===== src/hdl/parallel_disk_block_read_host_assert.svh =====
// ----------------------------------------------------------------------------
// Assertion macros for the parallel disk block read host
// Clocked, reset-qualified implication checks that report through $error.
// ----------------------------------------------------------------------------
`ifndef PARALLEL_DISK_BLOCK_READ_HOST_ASSERT_SVH
`define PARALLEL_DISK_BLOCK_READ_HOST_ASSERT_SVH

// Same-cycle implication.
`define PDBR_ASSERT_IMP(lbl, clk, rst_n, ante, cons, msg) \
    lbl: assert property (@(posedge clk) disable iff (!rst_n) (ante) |-> (cons)) \
        else $error(msg);

// Next-cycle implication.
`define PDBR_ASSERT_NEXT(lbl, clk, rst_n, ante, cons, msg) \
    lbl: assert property (@(posedge clk) disable iff (!rst_n) (ante) |=> (cons)) \
        else $error(msg);

`endif


===== src/hdl/pdbr_pkg.sv =====
// ----------------------------------------------------------------------------
// pdbr_pkg
// Shared types and constants of the parallel disk block read host.
// ----------------------------------------------------------------------------
package pdbr_pkg;

    localparam int BLOCK_BYTES = 536;
    localparam int BC_W        = $clog2(BLOCK_BYTES + 1);
    localparam logic [BC_W-1:0] BLOCK_BYTES_C = BC_W'(BLOCK_BYTES);

    localparam logic CMD_TICK  = 1'b0;
    localparam logic CMD_START = 1'b1;

    localparam logic [1:0] ERR_NONE       = 2'd0;
    localparam logic [1:0] ERR_HANDSHAKE  = 2'd1;
    localparam logic [1:0] ERR_SECOND_ACK = 2'd2;

    localparam int CFG_IDX_W = 3;
    localparam int CFG_W     = 16;
    localparam logic [CFG_IDX_W-1:0] CFG_STROBE_TICKS    = 3'd0;
    localparam logic [CFG_IDX_W-1:0] CFG_CMD_SETUP_TICKS = 3'd1;
    localparam logic [CFG_IDX_W-1:0] CFG_CMD_HOLD_TICKS  = 3'd2;
    localparam logic [CFG_IDX_W-1:0] CFG_SETTLE_TICKS    = 3'd3;
    localparam logic [CFG_IDX_W-1:0] CFG_RETRY_COUNT     = 3'd4;
    localparam logic [CFG_IDX_W-1:0] CFG_SPARE_THRESHOLD = 3'd5;

    typedef struct packed {
        logic        command;
        logic [15:0] block_address;
        logic        busy_level;
        logic [7:0]  bus_data;
        logic        bus_parity;
    } t_req;

    typedef struct packed {
        logic       cmd_line;
        logic       strobe_line;
        logic       dir_read;
        logic [7:0] bus_out;
        logic       parity_out;
        logic       char_valid;
        logic [6:0] low_char;
        logic [6:0] high_char;
        logic       last_char;
        logic [1:0] error_code;
        logic       active;
    } t_rsp;

    // Byte with its odd parity bit on top.
    function automatic logic [8:0] odd_frame(input logic [7:0] data);
        return {~^data, data};
    endfunction

endpackage


===== src/hdl/pdbr_req_if.sv =====
// ----------------------------------------------------------------------------
// pdbr_req_if
// Valid/ready channel that carries one tick or start request.
// ----------------------------------------------------------------------------
interface pdbr_req_if;
    logic           valid;
    logic           ready;
    pdbr_pkg::t_req payload;

    modport source (output valid, output payload, input ready);
    modport sink (input valid, input payload, output ready);
endinterface


===== src/hdl/pdbr_rsp_if.sv =====
// ----------------------------------------------------------------------------
// pdbr_rsp_if
// Valid/ready channel that carries one line and character result.
// ----------------------------------------------------------------------------
interface pdbr_rsp_if;
    logic           valid;
    logic           ready;
    pdbr_pkg::t_rsp payload;

    modport source (output valid, output payload, input ready);
    modport sink (input valid, input payload, output ready);
endinterface


===== src/hdl/parallel_disk_block_read_host.sv =====
// ----------------------------------------------------------------------------
// parallel_disk_block_read_host
// Host side sequencer of a strobed parallel disk block read, one tick per
// request.
// ----------------------------------------------------------------------------
//  Channel   Direction  Contents
//  i_req     in         command, block_address, busy_level, bus_data, bus_parity
//  o_rsp     out        line levels, data characters, error_code, active
//  i_cfg_*   in         register writes, index 0 to 5
//
//  One request is accepted per cycle while no result waits untaken in o_rsp;
//  its result is in the output register on the next cycle.
//  The sequencer state and the output register set the rate.
//  Reset is synchronous and brings all control lines high with the bus idle.
//  i_req.ready falls only while a result waits in o_rsp and is not taken.
// ----------------------------------------------------------------------------
`include "parallel_disk_block_read_host_assert.svh"

module parallel_disk_block_read_host (
    input  logic                                i_clk,
    input  logic                                i_rst_n,
    pdbr_req_if.sink                            i_req,
    pdbr_rsp_if.source                          o_rsp,
    input  logic                                i_cfg_wr_en,
    input  logic [pdbr_pkg::CFG_IDX_W-1:0]      i_cfg_index,
    input  logic [pdbr_pkg::CFG_W-1:0]          i_cfg_data
);

    typedef enum logic [24:0] {
        PH_IDLE      = 25'h0000001,
        PH_WAIT_HI1  = 25'h0000002,
        PH_D_SETUP   = 25'h0000004,
        PH_D_LOWER   = 25'h0000008,
        PH_D_WAITLO  = 25'h0000010,
        PH_WAIT_LO1  = 25'h0000020,
        PH_D_READ1   = 25'h0000040,
        PH_A1_LO     = 25'h0000080,
        PH_A1_HI     = 25'h0000100,
        PH_D_CMDHI   = 25'h0000200,
        PH_D_WAITHI2 = 25'h0000400,
        PH_WAIT_HI2  = 25'h0000800,
        PH_D_CMDS    = 25'h0001000,
        PH_C_SETUP   = 25'h0002000,
        PH_C_DRIVE   = 25'h0004000,
        PH_C_HOLD    = 25'h0008000,
        PH_D_POSTCMD = 25'h0010000,
        PH_D_RDBUS   = 25'h0020000,
        PH_D_CMDLO   = 25'h0040000,
        PH_WAIT_LO2  = 25'h0080000,
        PH_A2_LO     = 25'h0100000,
        PH_A2_HI     = 25'h0200000,
        PH_WAIT_HI3  = 25'h0400000,
        PH_D_LO      = 25'h0800000,
        PH_D_HI      = 25'h1000000
    } t_phase;

    localparam int PIN_CMD = 0;
    localparam int PIN_STB = 1;
    localparam int PIN_DIR = 2;
    localparam logic [11:0] PIN_RESET = 12'h807;

    localparam logic [8:0] ACK_FIRST  = 9'h001;
    localparam logic [8:0] ACK_READ   = 9'h002;
    localparam logic [7:0] ANSWER     = 8'h55;
    localparam logic [6:0] CHAR_BASE  = 7'h40;

    localparam logic [2:0] CI_ADDR_HI = 3'd2;
    localparam logic [2:0] CI_ADDR_LO = 3'd3;
    localparam logic [2:0] CI_RETRY   = 3'd4;
    localparam logic [2:0] CI_SPARE   = 3'd5;
    localparam logic [2:0] CMD_COUNT  = 3'd6;

    localparam int BC_W = pdbr_pkg::BC_W;

    logic [15:0] r_strobe_ticks;
    logic [15:0] r_cmd_setup_ticks;
    logic [15:0] r_cmd_hold_ticks;
    logic [15:0] r_settle_ticks;
    logic [7:0]  r_retry_count;
    logic [7:0]  r_spare_threshold;

    t_phase          r_phase, n_phase;
    logic [15:0]     r_wc, n_wc;
    logic [BC_W-1:0] r_bc, n_bc;
    logic [2:0]      r_ci, n_ci;
    logic [15:0]     r_addr, n_addr;
    logic [11:0]     r_pins, n_pins;

    logic           r_out_valid;
    pdbr_pkg::t_rsp r_out, n_out;

    logic           req_accept;
    pdbr_pkg::t_req req;
    logic [8:0]     sampled;

    logic           pins_odd;
    logic           bc_ok;
    logic           rsp_fault;
    logic           fault_ok;
    logic           rsp_char;
    logic           char_ok;
    logic           rsp_last;
    logic           last_ok;

    function automatic logic [7:0] f_command_byte(
        input logic [2:0]  idx,
        input logic [15:0] addr,
        input logic [7:0]  retry,
        input logic [7:0]  spare
    );
        logic [7:0] b;
        unique case (idx)
            CI_ADDR_HI: b = addr[15:8];
            CI_ADDR_LO: b = addr[7:0];
            CI_RETRY:   b = retry;
            CI_SPARE:   b = spare;
            default:    b = 8'h00;
        endcase
        return b;
    endfunction

    assign req         = i_req.payload;
    assign sampled     = {req.bus_parity, req.bus_data};
    assign i_req.ready = !r_out_valid || o_rsp.ready;
    assign req_accept  = i_req.valid && i_req.ready;
    assign o_rsp.valid   = r_out_valid;
    assign o_rsp.payload = r_out;

    always_ff @(posedge i_clk) begin
        if (!i_rst_n) begin
            r_strobe_ticks    <= 16'd5;
            r_cmd_setup_ticks <= 16'd100;
            r_cmd_hold_ticks  <= 16'd1000;
            r_settle_ticks    <= 16'd2000;
            r_retry_count     <= 8'd100;
            r_spare_threshold <= 8'd20;
        end else if (i_cfg_wr_en) begin
            unique case (i_cfg_index)
                pdbr_pkg::CFG_STROBE_TICKS:    r_strobe_ticks    <= i_cfg_data;
                pdbr_pkg::CFG_CMD_SETUP_TICKS: r_cmd_setup_ticks <= i_cfg_data;
                pdbr_pkg::CFG_CMD_HOLD_TICKS:  r_cmd_hold_ticks  <= i_cfg_data;
                pdbr_pkg::CFG_SETTLE_TICKS:    r_settle_ticks    <= i_cfg_data;
                pdbr_pkg::CFG_RETRY_COUNT:     r_retry_count     <= i_cfg_data[7:0];
                pdbr_pkg::CFG_SPARE_THRESHOLD: r_spare_threshold <= i_cfg_data[7:0];
                default: begin
                end
            endcase
        end
    end

    // The first case handles the busy waits and counts pauses down; the second
    // acts on the last tick of a pause, which may be the tick it was entered.
    always_comb begin
        n_phase = r_phase;
        n_wc    = r_wc;
        n_bc    = r_bc;
        n_ci    = r_ci;
        n_addr  = r_addr;
        n_pins  = r_pins;
        n_out   = '0;

        unique case (r_phase)
            PH_IDLE: begin
                if (req.command == pdbr_pkg::CMD_START) begin
                    n_addr  = req.block_address;
                    n_phase = PH_WAIT_HI1;
                    n_wc    = 16'd0;
                end
            end
            PH_WAIT_HI1: begin
                if (req.busy_level) begin
                    n_phase = PH_D_SETUP;
                    n_wc    = r_settle_ticks;
                end
            end
            PH_WAIT_LO1: begin
                if (!req.busy_level) begin
                    n_phase = PH_D_READ1;
                    n_wc    = r_settle_ticks;
                end
            end
            PH_WAIT_HI2: begin
                if (req.busy_level) begin
                    n_ci    = 3'd0;
                    n_phase = PH_D_CMDS;
                    n_wc    = r_settle_ticks;
                end
            end
            PH_WAIT_LO2: begin
                if (!req.busy_level) begin
                    n_pins[PIN_STB] = 1'b0;
                    if (sampled != ACK_READ) begin
                        n_pins           = PIN_RESET;
                        n_phase          = PH_IDLE;
                        n_wc             = 16'd0;
                        n_out.error_code = pdbr_pkg::ERR_SECOND_ACK;
                    end else begin
                        n_phase = PH_A2_LO;
                        n_wc    = r_strobe_ticks;
                    end
                end
            end
            PH_WAIT_HI3: begin
                if (req.busy_level) begin
                    n_pins[PIN_DIR] = 1'b1;
                    n_bc            = '0;
                    n_phase         = PH_D_HI;
                    n_wc            = 16'd0;
                end
            end
            default: begin
                if (r_wc > 16'd1) begin
                    n_wc = r_wc - 16'd1;
                end
            end
        endcase

        if (n_wc <= 16'd1) begin
            unique case (n_phase)
                PH_D_SETUP: begin
                    n_pins[PIN_DIR:PIN_CMD] = 3'b111;
                    n_phase = PH_D_LOWER;
                    n_wc    = r_settle_ticks;
                end
                PH_D_LOWER: begin
                    n_pins[PIN_CMD] = 1'b0;
                    n_pins[PIN_DIR] = 1'b1;
                    n_phase = PH_D_WAITLO;
                    n_wc    = r_settle_ticks;
                end
                PH_D_WAITLO: begin
                    n_phase = PH_WAIT_LO1;
                    n_wc    = 16'd0;
                end
                PH_D_READ1: begin
                    n_pins[PIN_STB] = 1'b0;
                    if (sampled != ACK_FIRST) begin
                        n_pins           = PIN_RESET;
                        n_phase          = PH_IDLE;
                        n_wc             = 16'd0;
                        n_out.error_code = pdbr_pkg::ERR_HANDSHAKE;
                    end else begin
                        n_phase = PH_A1_LO;
                        n_wc    = r_strobe_ticks;
                    end
                end
                PH_A1_LO: begin
                    n_pins[PIN_STB] = 1'b1;
                    n_phase = PH_A1_HI;
                    n_wc    = r_strobe_ticks;
                end
                PH_A1_HI: begin
                    n_pins[PIN_DIR] = 1'b0;
                    n_pins[11:3]    = pdbr_pkg::odd_frame(ANSWER);
                    n_phase = PH_D_CMDHI;
                    n_wc    = r_settle_ticks;
                end
                PH_D_CMDHI: begin
                    n_pins[PIN_CMD] = 1'b1;
                    n_phase = PH_D_WAITHI2;
                    n_wc    = r_settle_ticks;
                end
                PH_D_WAITHI2: begin
                    n_phase = PH_WAIT_HI2;
                    n_wc    = 16'd0;
                end
                PH_D_CMDS: begin
                    n_pins[PIN_STB] = 1'b1;
                    n_phase = PH_C_SETUP;
                    n_wc    = r_cmd_setup_ticks;
                end
                PH_C_SETUP: begin
                    n_pins[11:3] = pdbr_pkg::odd_frame(
                        f_command_byte(n_ci, n_addr, r_retry_count, r_spare_threshold));
                    n_phase = PH_C_DRIVE;
                    n_wc    = r_cmd_setup_ticks;
                end
                PH_C_DRIVE: begin
                    n_pins[PIN_STB] = 1'b0;
                    n_phase = PH_C_HOLD;
                    n_wc    = r_cmd_hold_ticks;
                end
                PH_C_HOLD: begin
                    n_ci = n_ci + 3'd1;
                    if (n_ci < CMD_COUNT) begin
                        n_pins[PIN_STB] = 1'b1;
                        n_phase = PH_C_SETUP;
                        n_wc    = r_cmd_setup_ticks;
                    end else begin
                        n_phase = PH_D_POSTCMD;
                        n_wc    = r_settle_ticks;
                    end
                end
                PH_D_POSTCMD: begin
                    n_pins[PIN_STB] = 1'b1;
                    n_phase = PH_D_RDBUS;
                    n_wc    = r_settle_ticks;
                end
                PH_D_RDBUS: begin
                    n_pins[PIN_DIR] = 1'b1;
                    n_phase = PH_D_CMDLO;
                    n_wc    = r_settle_ticks;
                end
                PH_D_CMDLO: begin
                    n_pins[PIN_CMD] = 1'b0;
                    n_phase = PH_WAIT_LO2;
                    n_wc    = 16'd0;
                end
                PH_A2_LO: begin
                    n_pins[PIN_STB] = 1'b1;
                    n_phase = PH_A2_HI;
                    n_wc    = r_strobe_ticks;
                end
                PH_A2_HI: begin
                    n_pins[PIN_DIR] = 1'b0;
                    n_pins[11:3]    = pdbr_pkg::odd_frame(ANSWER);
                    n_pins[PIN_CMD] = 1'b1;
                    n_phase = PH_WAIT_HI3;
                    n_wc    = 16'd0;
                end
                PH_D_LO: begin
                    n_pins[PIN_STB] = 1'b1;
                    n_phase = PH_D_HI;
                    n_wc    = r_strobe_ticks;
                end
                PH_D_HI: begin
                    if (n_bc >= pdbr_pkg::BLOCK_BYTES_C) begin
                        n_phase = PH_IDLE;
                        n_wc    = 16'd0;
                    end else begin
                        n_pins[PIN_STB] = 1'b0;
                        n_out.char_valid = 1'b1;
                        n_out.low_char   = CHAR_BASE + 7'(req.bus_data[3:0]);
                        n_out.high_char  = CHAR_BASE + 7'(sampled[8:4]);
                        n_bc = n_bc + BC_W'(1);
                        n_out.last_char  = (n_bc >= pdbr_pkg::BLOCK_BYTES_C);
                        n_phase = PH_D_LO;
                        n_wc    = r_strobe_ticks;
                    end
                end
                default: begin
                end
            endcase
        end

        n_out.cmd_line    = n_pins[PIN_CMD];
        n_out.strobe_line = n_pins[PIN_STB];
        n_out.dir_read    = n_pins[PIN_DIR];
        n_out.bus_out     = n_pins[10:3];
        n_out.parity_out  = n_pins[11];
        n_out.active      = (n_phase != PH_IDLE);
    end

    always_ff @(posedge i_clk) begin
        if (!i_rst_n) begin
            r_phase     <= PH_IDLE;
            r_wc        <= 16'd0;
            r_bc        <= '0;
            r_ci        <= 3'd0;
            r_addr      <= 16'd0;
            r_pins      <= PIN_RESET;
            r_out_valid <= 1'b0;
        end else begin
            if (req_accept) begin
                r_phase     <= n_phase;
                r_wc        <= n_wc;
                r_bc        <= n_bc;
                r_ci        <= n_ci;
                r_addr      <= n_addr;
                r_pins      <= n_pins;
                r_out_valid <= 1'b1;
            end else if (o_rsp.ready) begin
                r_out_valid <= 1'b0;
            end
        end
    end

    always_ff @(posedge i_clk) begin
        if (req_accept) begin
            r_out <= n_out;
        end
    end

    assign pins_odd  = (r_pins[11] == ~^r_pins[10:3]);
    assign bc_ok     = (r_bc <= pdbr_pkg::BLOCK_BYTES_C);
    assign rsp_fault = r_out_valid && (r_out.error_code != pdbr_pkg::ERR_NONE);
    assign fault_ok  = !r_out.active && !r_out.char_valid && (r_phase == PH_IDLE);
    assign rsp_char  = r_out_valid && r_out.char_valid;
    assign char_ok   = r_out.dir_read && !r_out.strobe_line && r_out.active;
    assign rsp_last  = r_out_valid && r_out.last_char;
    assign last_ok   = r_out.char_valid && (r_bc == pdbr_pkg::BLOCK_BYTES_C);

    `PDBR_ASSERT_IMP(a_parity_odd, i_clk, i_rst_n, 1'b1, pins_odd, "bus parity is not odd")
    `PDBR_ASSERT_IMP(a_bc_range, i_clk, i_rst_n, 1'b1, bc_ok, "byte count past block end")
    `PDBR_ASSERT_IMP(a_err_idle, i_clk, i_rst_n, rsp_fault, fault_ok, "fault result while active")
    `PDBR_ASSERT_IMP(a_char_read, i_clk, i_rst_n, rsp_char, char_ok, "data character outside a read")
    `PDBR_ASSERT_IMP(a_last_char, i_clk, i_rst_n, rsp_last, last_ok, "last character flag misplaced")

endmodule


===== src/flat_wrapper.sv =====
// flat-port wrapper written by rule: the top's interface ports become plain ports
module parallel_disk_block_read_host_flat 
  (i_clk, i_rst_n, i_cfg_wr_en, i_cfg_index, i_cfg_data, i_req_valid, i_req_payload, i_req_ready, o_rsp_valid, o_rsp_payload, o_rsp_ready);
  pdbr_req_if i_req_i ();
  pdbr_rsp_if o_rsp_i ();
  input  logic i_clk;
  input  logic i_rst_n;
  input  logic i_cfg_wr_en;
  input  logic [pdbr_pkg::CFG_IDX_W-1:0] i_cfg_index;
  input  logic [pdbr_pkg::CFG_W-1:0] i_cfg_data;
  input wire logic [$bits(i_req_i.valid)-1:0] i_req_valid;
  input wire logic [$bits(i_req_i.payload)-1:0] i_req_payload;
  output wire logic [$bits(i_req_i.ready)-1:0] i_req_ready;
  output wire logic [$bits(o_rsp_i.valid)-1:0] o_rsp_valid;
  output wire logic [$bits(o_rsp_i.payload)-1:0] o_rsp_payload;
  input wire logic [$bits(o_rsp_i.ready)-1:0] o_rsp_ready;
  assign i_req_i.valid = i_req_valid;
  assign i_req_i.payload = i_req_payload;
  assign i_req_ready = i_req_i.ready;
  assign o_rsp_valid = o_rsp_i.valid;
  assign o_rsp_payload = o_rsp_i.payload;
  assign o_rsp_i.ready = o_rsp_ready;
  parallel_disk_block_read_host u_core (.i_clk(i_clk), .i_rst_n(i_rst_n), .i_req(i_req_i), .o_rsp(o_rsp_i), .i_cfg_wr_en(i_cfg_wr_en), .i_cfg_index(i_cfg_index), .i_cfg_data(i_cfg_data));
endmodule

===== config.mk =====
export PLATFORM = sky130hd
export DESIGN_NAME = parallel_disk_block_read_host_flat
export DESIGN_NICKNAME = d
export VERILOG_FILES = /design/src/hdl/pdbr_pkg.sv /design/src/hdl/pdbr_req_if.sv /design/src/hdl/pdbr_rsp_if.sv /design/src/hdl/parallel_disk_block_read_host.sv /design/src/flat_wrapper.sv
export VERILOG_INCLUDE_DIRS = /design/src /design/src/hdl
export SDC_FILE = /design/constraint.sdc
export NUM_CORES = 1
export LEC_CHECK = 0
export BUFFER_PORTS_ARGS = -buffer_cell sky130_fd_sc_hd__buf_2
export CORE_MARGIN = 2
export CORE_UTILIZATION = 60
export DETAILED_ROUTE_END_ITERATION = 10
export GPL_TIMING_DRIVEN = 0
export PLACE_DENSITY = 0.8
export SLEW_MARGIN = 20
export SYNTH_ARGS = -nofsm -noshare
export SYNTH_HDL_FRONTEND = slang
export SYNTH_SLANG_ARGS = --single-unit

===== constraint.sdc =====
create_clock -name i_clk -period 4.7 [get_ports i_clk]
set_input_delay 0.235 -clock i_clk [delete_from_list [all_inputs] [get_ports i_clk]]
set_output_delay 0.235 -clock i_clk [all_outputs]
set_load 0.02 [all_outputs]

==> results.yml, run 1 <==
run_status:
  status: "complete, but fails checks"
  violations: "negative setup slack"
floorplan:
  die_h_um: 139.1
  initial_core_util_pct: 60.95
  core_area_um2: 17960
  die_area_um2: 19340
  core.rowCount: 49
  ios: 84
  die-width_um: 139.1
critical_path:
  cp-start-kind: "flip-flop"
  cp.arrival_ps: 5050
  crit_fanout: 10
  regToRegEndpoint: "u_core.r_phase[24]"
  cp_cell_sequence: "clkbuf_2 -> or4_4 -> nor4_1 -> a22o_1 -> buf_2 -> or3_2 -> buf_6 -> nor4_1 -> a211oi_2 -> nor4b_2 -> nand4_1 -> nor3_2 -> buf_6 -> mux2i_1 -> nor2_1"
  critPathRequiredTime_ps: 4990
  rr_worst_depth: 15
  end_kind: "flip-flop"
  crit_type: "flip-flop to flip-flop"
  r2r_setup_slack_ps: -60
  crit_path_top_delay_cell: "nor3_2"
  slowest_delay_ps: 670
  r2r_start: "u_core.r_phase[0]"
clock_tree:
  cts_max_path_buffers: 2
  cts_tree: "built"
  root_buffer: "clkbuf_16"
  clkSlewWorstSetupHoldPaths_ps: 80
  numCtsBuffers: 17
  clk_latency_ps: 440
  h-tree-depth: 4
  cts_num_sinks: 190
layout:
  layout_common_cells: "nand2_1 (269), dfxtp_1 (163), a21oi_1 (145), nor2_1 (94), buf_2 (90)"
  num_antenna_cells: 0
  nNetsFinal: 1563
  final_common_cell: "nand2_1"
  post-route-util_pct: 69.60
  final_area_um2: 12500
  drive_gt1_share_pct: 15.11
  area_growth_syn_to_layout_pct: 14.19
synth:
  async_reset_ff_share_pct: 0
  synth-edff-count: 27
  ys_ff_latch: 190
  ys_warn_count: 0
  synth_cells: 1401
  synth.distinct_cells: 95
  seq_area_frac_synth_pct: 37.21
  mappedNetlistArea_um2: 10950
  synth_ff_type: "dfxtp_1"
  syn_area_per_cell_um2: 7.814
sta:
  fin_crit_ps: 4758
  slew_violations: 0
  finalHoldViolations: 0
  rsz0062_at_grt: "true"
  period_share_pct: 101.2
  holdWs_ps: 36.40
  fin_skew_ps: 13.52
  setup_viol: 6
  setup_ws_ps: -58.24
  relSlewSlack_pct: 27.82
  worst_pin_slew_ps: 1074
  fmax_mhz: 210.2
pwr:
  vdd_drop_max_mv: 0.2660
  p_leak_nw: 4.737
  seqPwrFrac_pct: 45.8
  p_clk_share_pct: 38.9
  net-switching-power_mw: 1.164
  power.density_nw_per_um2: 303.0
  fin_total_pwr_mw: 3.789
  pwr-share-comb_pct: 15.3
  switching_share_pct: 30.73
  internal-power_mw: 2.624
placed_design:
  postPlaceCellArea_um2: 11670
  numPortBuffers: 79
  place_congestion: 1.043
  dpl_worst_slack_ps: -802.0
  detailed_place_hpwl_um: 27410
global_route:
  grt_max_degree: 27
  grt_pass1_vias: 10650
  grt_pass1_wl_um: 58040
  grtUsageTotal_pct: 37.78
  grt-ovfl-total: 0
  grt_antenna_before_repair: 0
min_path:
  holdCritStartpoint: "i_req_valid"
  hold_path_class: "input port to flip-flop"
  worstHoldPathCells: 3
  whs_endpoint: "u_core.o_rsp.valid"
route:
  drc: 0
  ant_nets: 0
  num_vias: 11660
  routed_wl_um: 37430
  drt-initial-drc-count: 1449
  viasPerCell: 6.684
  first_pass_iters: 6
  detail_route.wl_per_cell_um: 21.45
run:
  drv_cap: 0
-- worst max-delay path by stage --
stage | from | end | slack, ps | depth (start not counted)
floorplan | u_core.r_phase[13] | u_core.o_rsp.payload[19] | 400 | 18
global placement | u_core.r_phase[18] | u_core.r_wc[14] | -670 | 18
detailed placement | u_core.r_phase[18] | u_core.o_rsp.payload[19] | -800 | 18
CTS | u_core.r_phase[11] | u_core.r_wc[0] | -140 | 13
global route | u_core.r_phase[11] | u_core.r_phase[5] | -70 | 16
finish | u_core.r_phase[0] | u_core.r_phase[24] | -60 | 15
-- per-layer routing --
| layer | vias up | global-route usage [%] | share of wire, % |
|---|---|---|---|
| met4 | 0 | 17.01 | 4.7 |
| met3 | 138 | 7.010 | 11 |
| li1 | 5316 | - | - |
| met2 | 756 | 60.41 | 46 |
| met5 | - | 0 | 0 |
| met1 | 5454 | 50.02 | 39 |
-- logic make-up (layout without fill, tap and decap cells) --
group | Yosys count | count (layout) | synth area share, %
AND/OR/NAND/NOR | 652 | 652 | 29.57
AO/OA/AOI/OAI | 382 | 382 | 22.86
flip-flops | 190 | 190 | 37.21
buffers and inverters | 120 | 233 | 4.983
multiplexers | 26 | 26 | 2.514
XOR/XNOR | 21 | 21 | 1.806
adder cells (fa/ha/maj) | 9 | 9 | 1.029
other | 1 | 3 | 0.03425
-- cell type report --
class / count / area [um^2]
Timing Repair Buffer: 85 / 452.9
Fill cell: 1509 / 5461
Clock inverter: 14 / 160.2
Clock buffer: 18 / 439.2
Sequential cell: 190 / 4074
Multi-Input combinational cell: 1093 / 6550
Tap cell: 229 / 286.5
Inverter: 23 / 86.33
Buffer: 93 / 452.9
-- per-stage QoR --
step	std cells	TNS (ps)
floorplan	1403	0
detailed placement	1712	-11740
finish	1745	-259.0
global route	1745	-426.5
global placement	1711	-16380
CTS	1742	-785.1
-- power groups by stage --
stage	Sequential [mW]	Combinational, mW	Clock, mW
final	1.74	0.578	1.47
after global routing	1.74	0.618	1.54
after CTS	1.73	0.548	1.47
after detailed placement	1.77	0.542	0
after global placement	1.77	0.535	0
after floorplan	1.77	0.353	0
-- what timing repair did --
item	CTS	global route
setup endpoints to repair	43	77
pin swaps	0	4
hold buffers	0	0
buffers inserted	1	4
resized for setup	19	24
-- state kept, by name, summed over array words and instances (netlist names) --
| signal | flops |
|---|---|
| u_core.r_strobe_ticks | 16 |
| u_core.o_rsp.payload | 27 |
| u_core.r_settle_ticks | 16 |
| u_core.o_rsp.valid | 1 |
| u_core.r_cmd_setup_ticks | 16 |
| u_core.r_addr | 16 |
| u_core.r_cmd_hold_ticks | 16 |
| u_core.r_ci | 3 |
| u_core.r_phase | 25 |
| u_core.r_bc | 10 |
| u_core.r_wc | 16 |
| u_core.r_pins | 12 |
| u_core.r_retry_count | 8 |
| u_core.r_spare_threshold | 8 |
-- critical path: cells and delay by family, from the launching register on --
family / cells / cell delay, ps
compound gates: 2 / 600
mux: 1 / 200
buf+inv: 4 / 860
flops: 1 / 310
simple gates: 8 / 2630
-- synthesized netlist by cell type, types with 8 or more instances --
cell	n	area share [%]
nand2_1	271	9.3
dfxtp_1	163	30
a21oi_1	146	6.7
nor2_1	95	3.3
clkbuf_1	69	2.4
nand3_1	57	2.6
o21ai_0	56	2.6
nor3_1	42	1.9
a22oi_1	39	2.7
nor4_1	29	1.7
edfxtp_1	27	7.4
inv_1	21	0.72
and2_1	19	1.1
or3_1	19	1.1
nand4_1	18	1.0
mux2i_1	17	1.6
or4_1	16	1.1
a21o_1	13	0.89
a22o_1	13	1.0
and3_1	13	0.74
a221oi_1	11	0.88
buf_2	10	0.46
xnor2_1	10	0.80
xor2_1	10	0.80
a31oi_1	9	0.51
ha_1	9	1.0
o21a_1	9	0.62
buf_4	8	0.55
mux2_2	8	0.82
(Power assumes the default switching activity.)
==> run 2: changes to the inputs <==
--- a/config.mk
+++ b/config.mk
@@ -12,6 +12,7 @@
 export DETAILED_ROUTE_END_ITERATION = 10
 export GPL_TIMING_DRIVEN = 0
 export PLACE_DENSITY = 0.8
+export RECOVER_POWER = 25
 export SLEW_MARGIN = 20
 export SYNTH_ARGS = -nofsm -noshare
 export SYNTH_HDL_FRONTEND = slang
==> run 2 against run 1 <==
The flow still finishes with violations (negative setup slack). Design area down 0.32%. Clock power barely moved. Critical path depth unchanged. Final cell count is the same. Clock-buffer cell count is the same. Non-clock buffer count unchanged. Global-route usage did not move. Sequential power about the same. Worst hold slack worse by 0.95 ps.
==> results.yml, run 2 (synthesized netlist as in run 1, its figures left out) <==
route:
  met1_length_um: 14710
  drc: 0
  viasPerCell: 6.685
  first_pass_iters: 6
  dr_wl_met2_um: 17090
  num_vias: 11670
  detail_route.wl_per_cell_um: 21.48
  top_layer: "met4"
  routed_wl_um: 37490
  met3_length_um: 3990
  drt-initial-drc-count: 1495
  ant_nets: 0
placed_design:
  detailed_place_hpwl_um: 27410
  place_congestion: 1.043
  postPlaceCellArea_um2: 11670
  numPortBuffers: 79
sta:
  slew_violations: 0
  setup_ws_ps: -65.12
  fin_crit_ps: 4765
  finalHoldViolations: 0
  relSlewSlack_pct: 30.22
  fin_tns_setup_ps: -310.5
  worst_pin_slew_ps: 1039
  fmax_mhz: 209.9
  fin_skew_ps: 13.35
  period_share_pct: 101.4
  setup_viol: 7
  rsz0062_at_grt: "true"
critical_path:
  crit_fanout: 10
  cp.arrival_ps: 5060
  cp-start-kind: "flip-flop"
  critPathRequiredTime_ps: 4990
  crit_type: "flip-flop to flip-flop"
  r2r_setup_slack_ps: -70
  end_kind: "flip-flop"
layout:
  final_area_um2: 12460
  drive_gt1_share_pct: 12.99
  nFillCells: 1535
  num_antenna_cells: 0
  nNetsFinal: 1563
  final_common_cell: "nand2_1"
  area_growth_syn_to_layout_pct: 13.83
  layout_common_cells: "nand2_1 (269), dfxtp_1 (163), a21oi_1 (145), clkbuf_1 (94), nor2_1 (94)"
  largest_reg_flops: 27
clock_tree:
  ctsHoldBuffers: 0
  cts_num_sinks: 190
  numCtsBuffers: 17
  root_buffer: "clkbuf_16"
  cts_tree: "built"
  cts_max_path_buffers: 2
  h-tree-depth: 4
  clkSlewWorstSetupHoldPaths_ps: 80
  clk_latency_ps: 440
global_route:
  grt-ovfl-total: 0
  grt_pass1_wl_um: 58040
  grtUsageTotal_pct: 37.78
  grt_antenna_before_repair: 0
  grt_pass1_vias: 10650
  grt_max_degree: 27
pwr:
  p_leak_nw: 4.643
  vdd_drop_max_mv: 0.2663
  power.density_nw_per_um2: 303.6
floorplan:
  core_area_um2: 17960
  die_area_um2: 19340
  die_h_um: 139.1
  initial_core_util_pct: 60.95
  die-width_um: 139.1
  ios: 84
  core.rowCount: 49
run_status:
  violations: "negative setup slack"
  status: "complete, but fails checks"
run:
  drv_cap: 0
min_path:
  hold_path_class: "input port to flip-flop"
-- run 2: cell count changes in the layout (fill, tap and decap cells not counted) --
| cell | delta |
|---|---|
| and2_0 | +2 |
| and2_1 | -2 |
| buf_2 | -32 |
| clkbuf_1 | +32 |
-- run 2: worst max-delay path: stages, from the launching register on --
cell and delay (ps):
dfxtp_1 310, clkbuf_2 190, or4_4 600, nor4_1 540
a22o_1 230, buf_2 230, or3_2 210, buf_6 170
nor4_1 70, a211oi_2 360, nor4b_2 250, nand4_1 240
nor3_2 660, buf_6 280, mux2i_1 200, nor2_1 50
-- run 2: stage by stage --
stage                     std cells  hold slack [ps]  utilization, %  total power [mW]  setup WS [ps]
after floorplan                1403            359.0               -             2.127          400.1
after global placement         1711            436.8           64.78             2.306         -670.7
after detailed placement       1712            442.8           64.97             2.313         -802.0
after CTS                      1742            27.80           68.83             3.752         -139.4
after global routing           1745            40.15           69.37             3.899         -67.06
final                          1745            35.45           69.37             3.784         -65.12
-- run 2: layout make-up --
type                            instances  area, um^2  area share [%]
Multi-Input combinational cell       1093        6550           52.56
Sequential cell                       190        4074           32.69
Buffer                                 93       452.9           3.635
Clock buffer                           18       439.2           3.524
Timing Repair Buffer                   85       412.9           3.313
Tap cell                              229       286.5           2.299
Clock inverter                         14       160.2           1.285
Inverter                               23       86.33          0.6928
-- run 2: worst paths after layout --
check                         start                  to  cells after the start
setup / recovery  u_core.r_phase[0]  u_core.r_phase[24]                     15
hold / removal          i_req_valid  u_core.o_rsp.valid                      3
setup reg to reg  u_core.r_phase[0]  u_core.r_phase[24]                     15
hold reg to reg    u_core.r_addr[1]    u_core.r_addr[1]                      2
-- run 2: what timing repair did --
item | 4_1_cts | 5_1_grt
gates resized for setup | 19 | 24
pin swaps | 0 | 4
setup endpoints to repair | 43 | 77
setup buffers | 1 | 4
-- run 2: routing by layer --
layer  up-vias  track usage [%]
li1       5333                -
met1      5412            50.02
met2       785            60.41
met3       136            7.010
met4         0            17.01
met5         -                0
-- run 2: where the power goes --
| part | switching [mW] | internal (mW) | leakage (nW) |
|---|---|---|---|
| Combinational | 0.385 | 0.191 | 2.76 |
| Sequential | 0.0407 | 1.70 | 1.59 |
| Clock | 0.737 | 0.734 | 0.297 |
| Total | 1.16 | 2.62 | 4.64 |
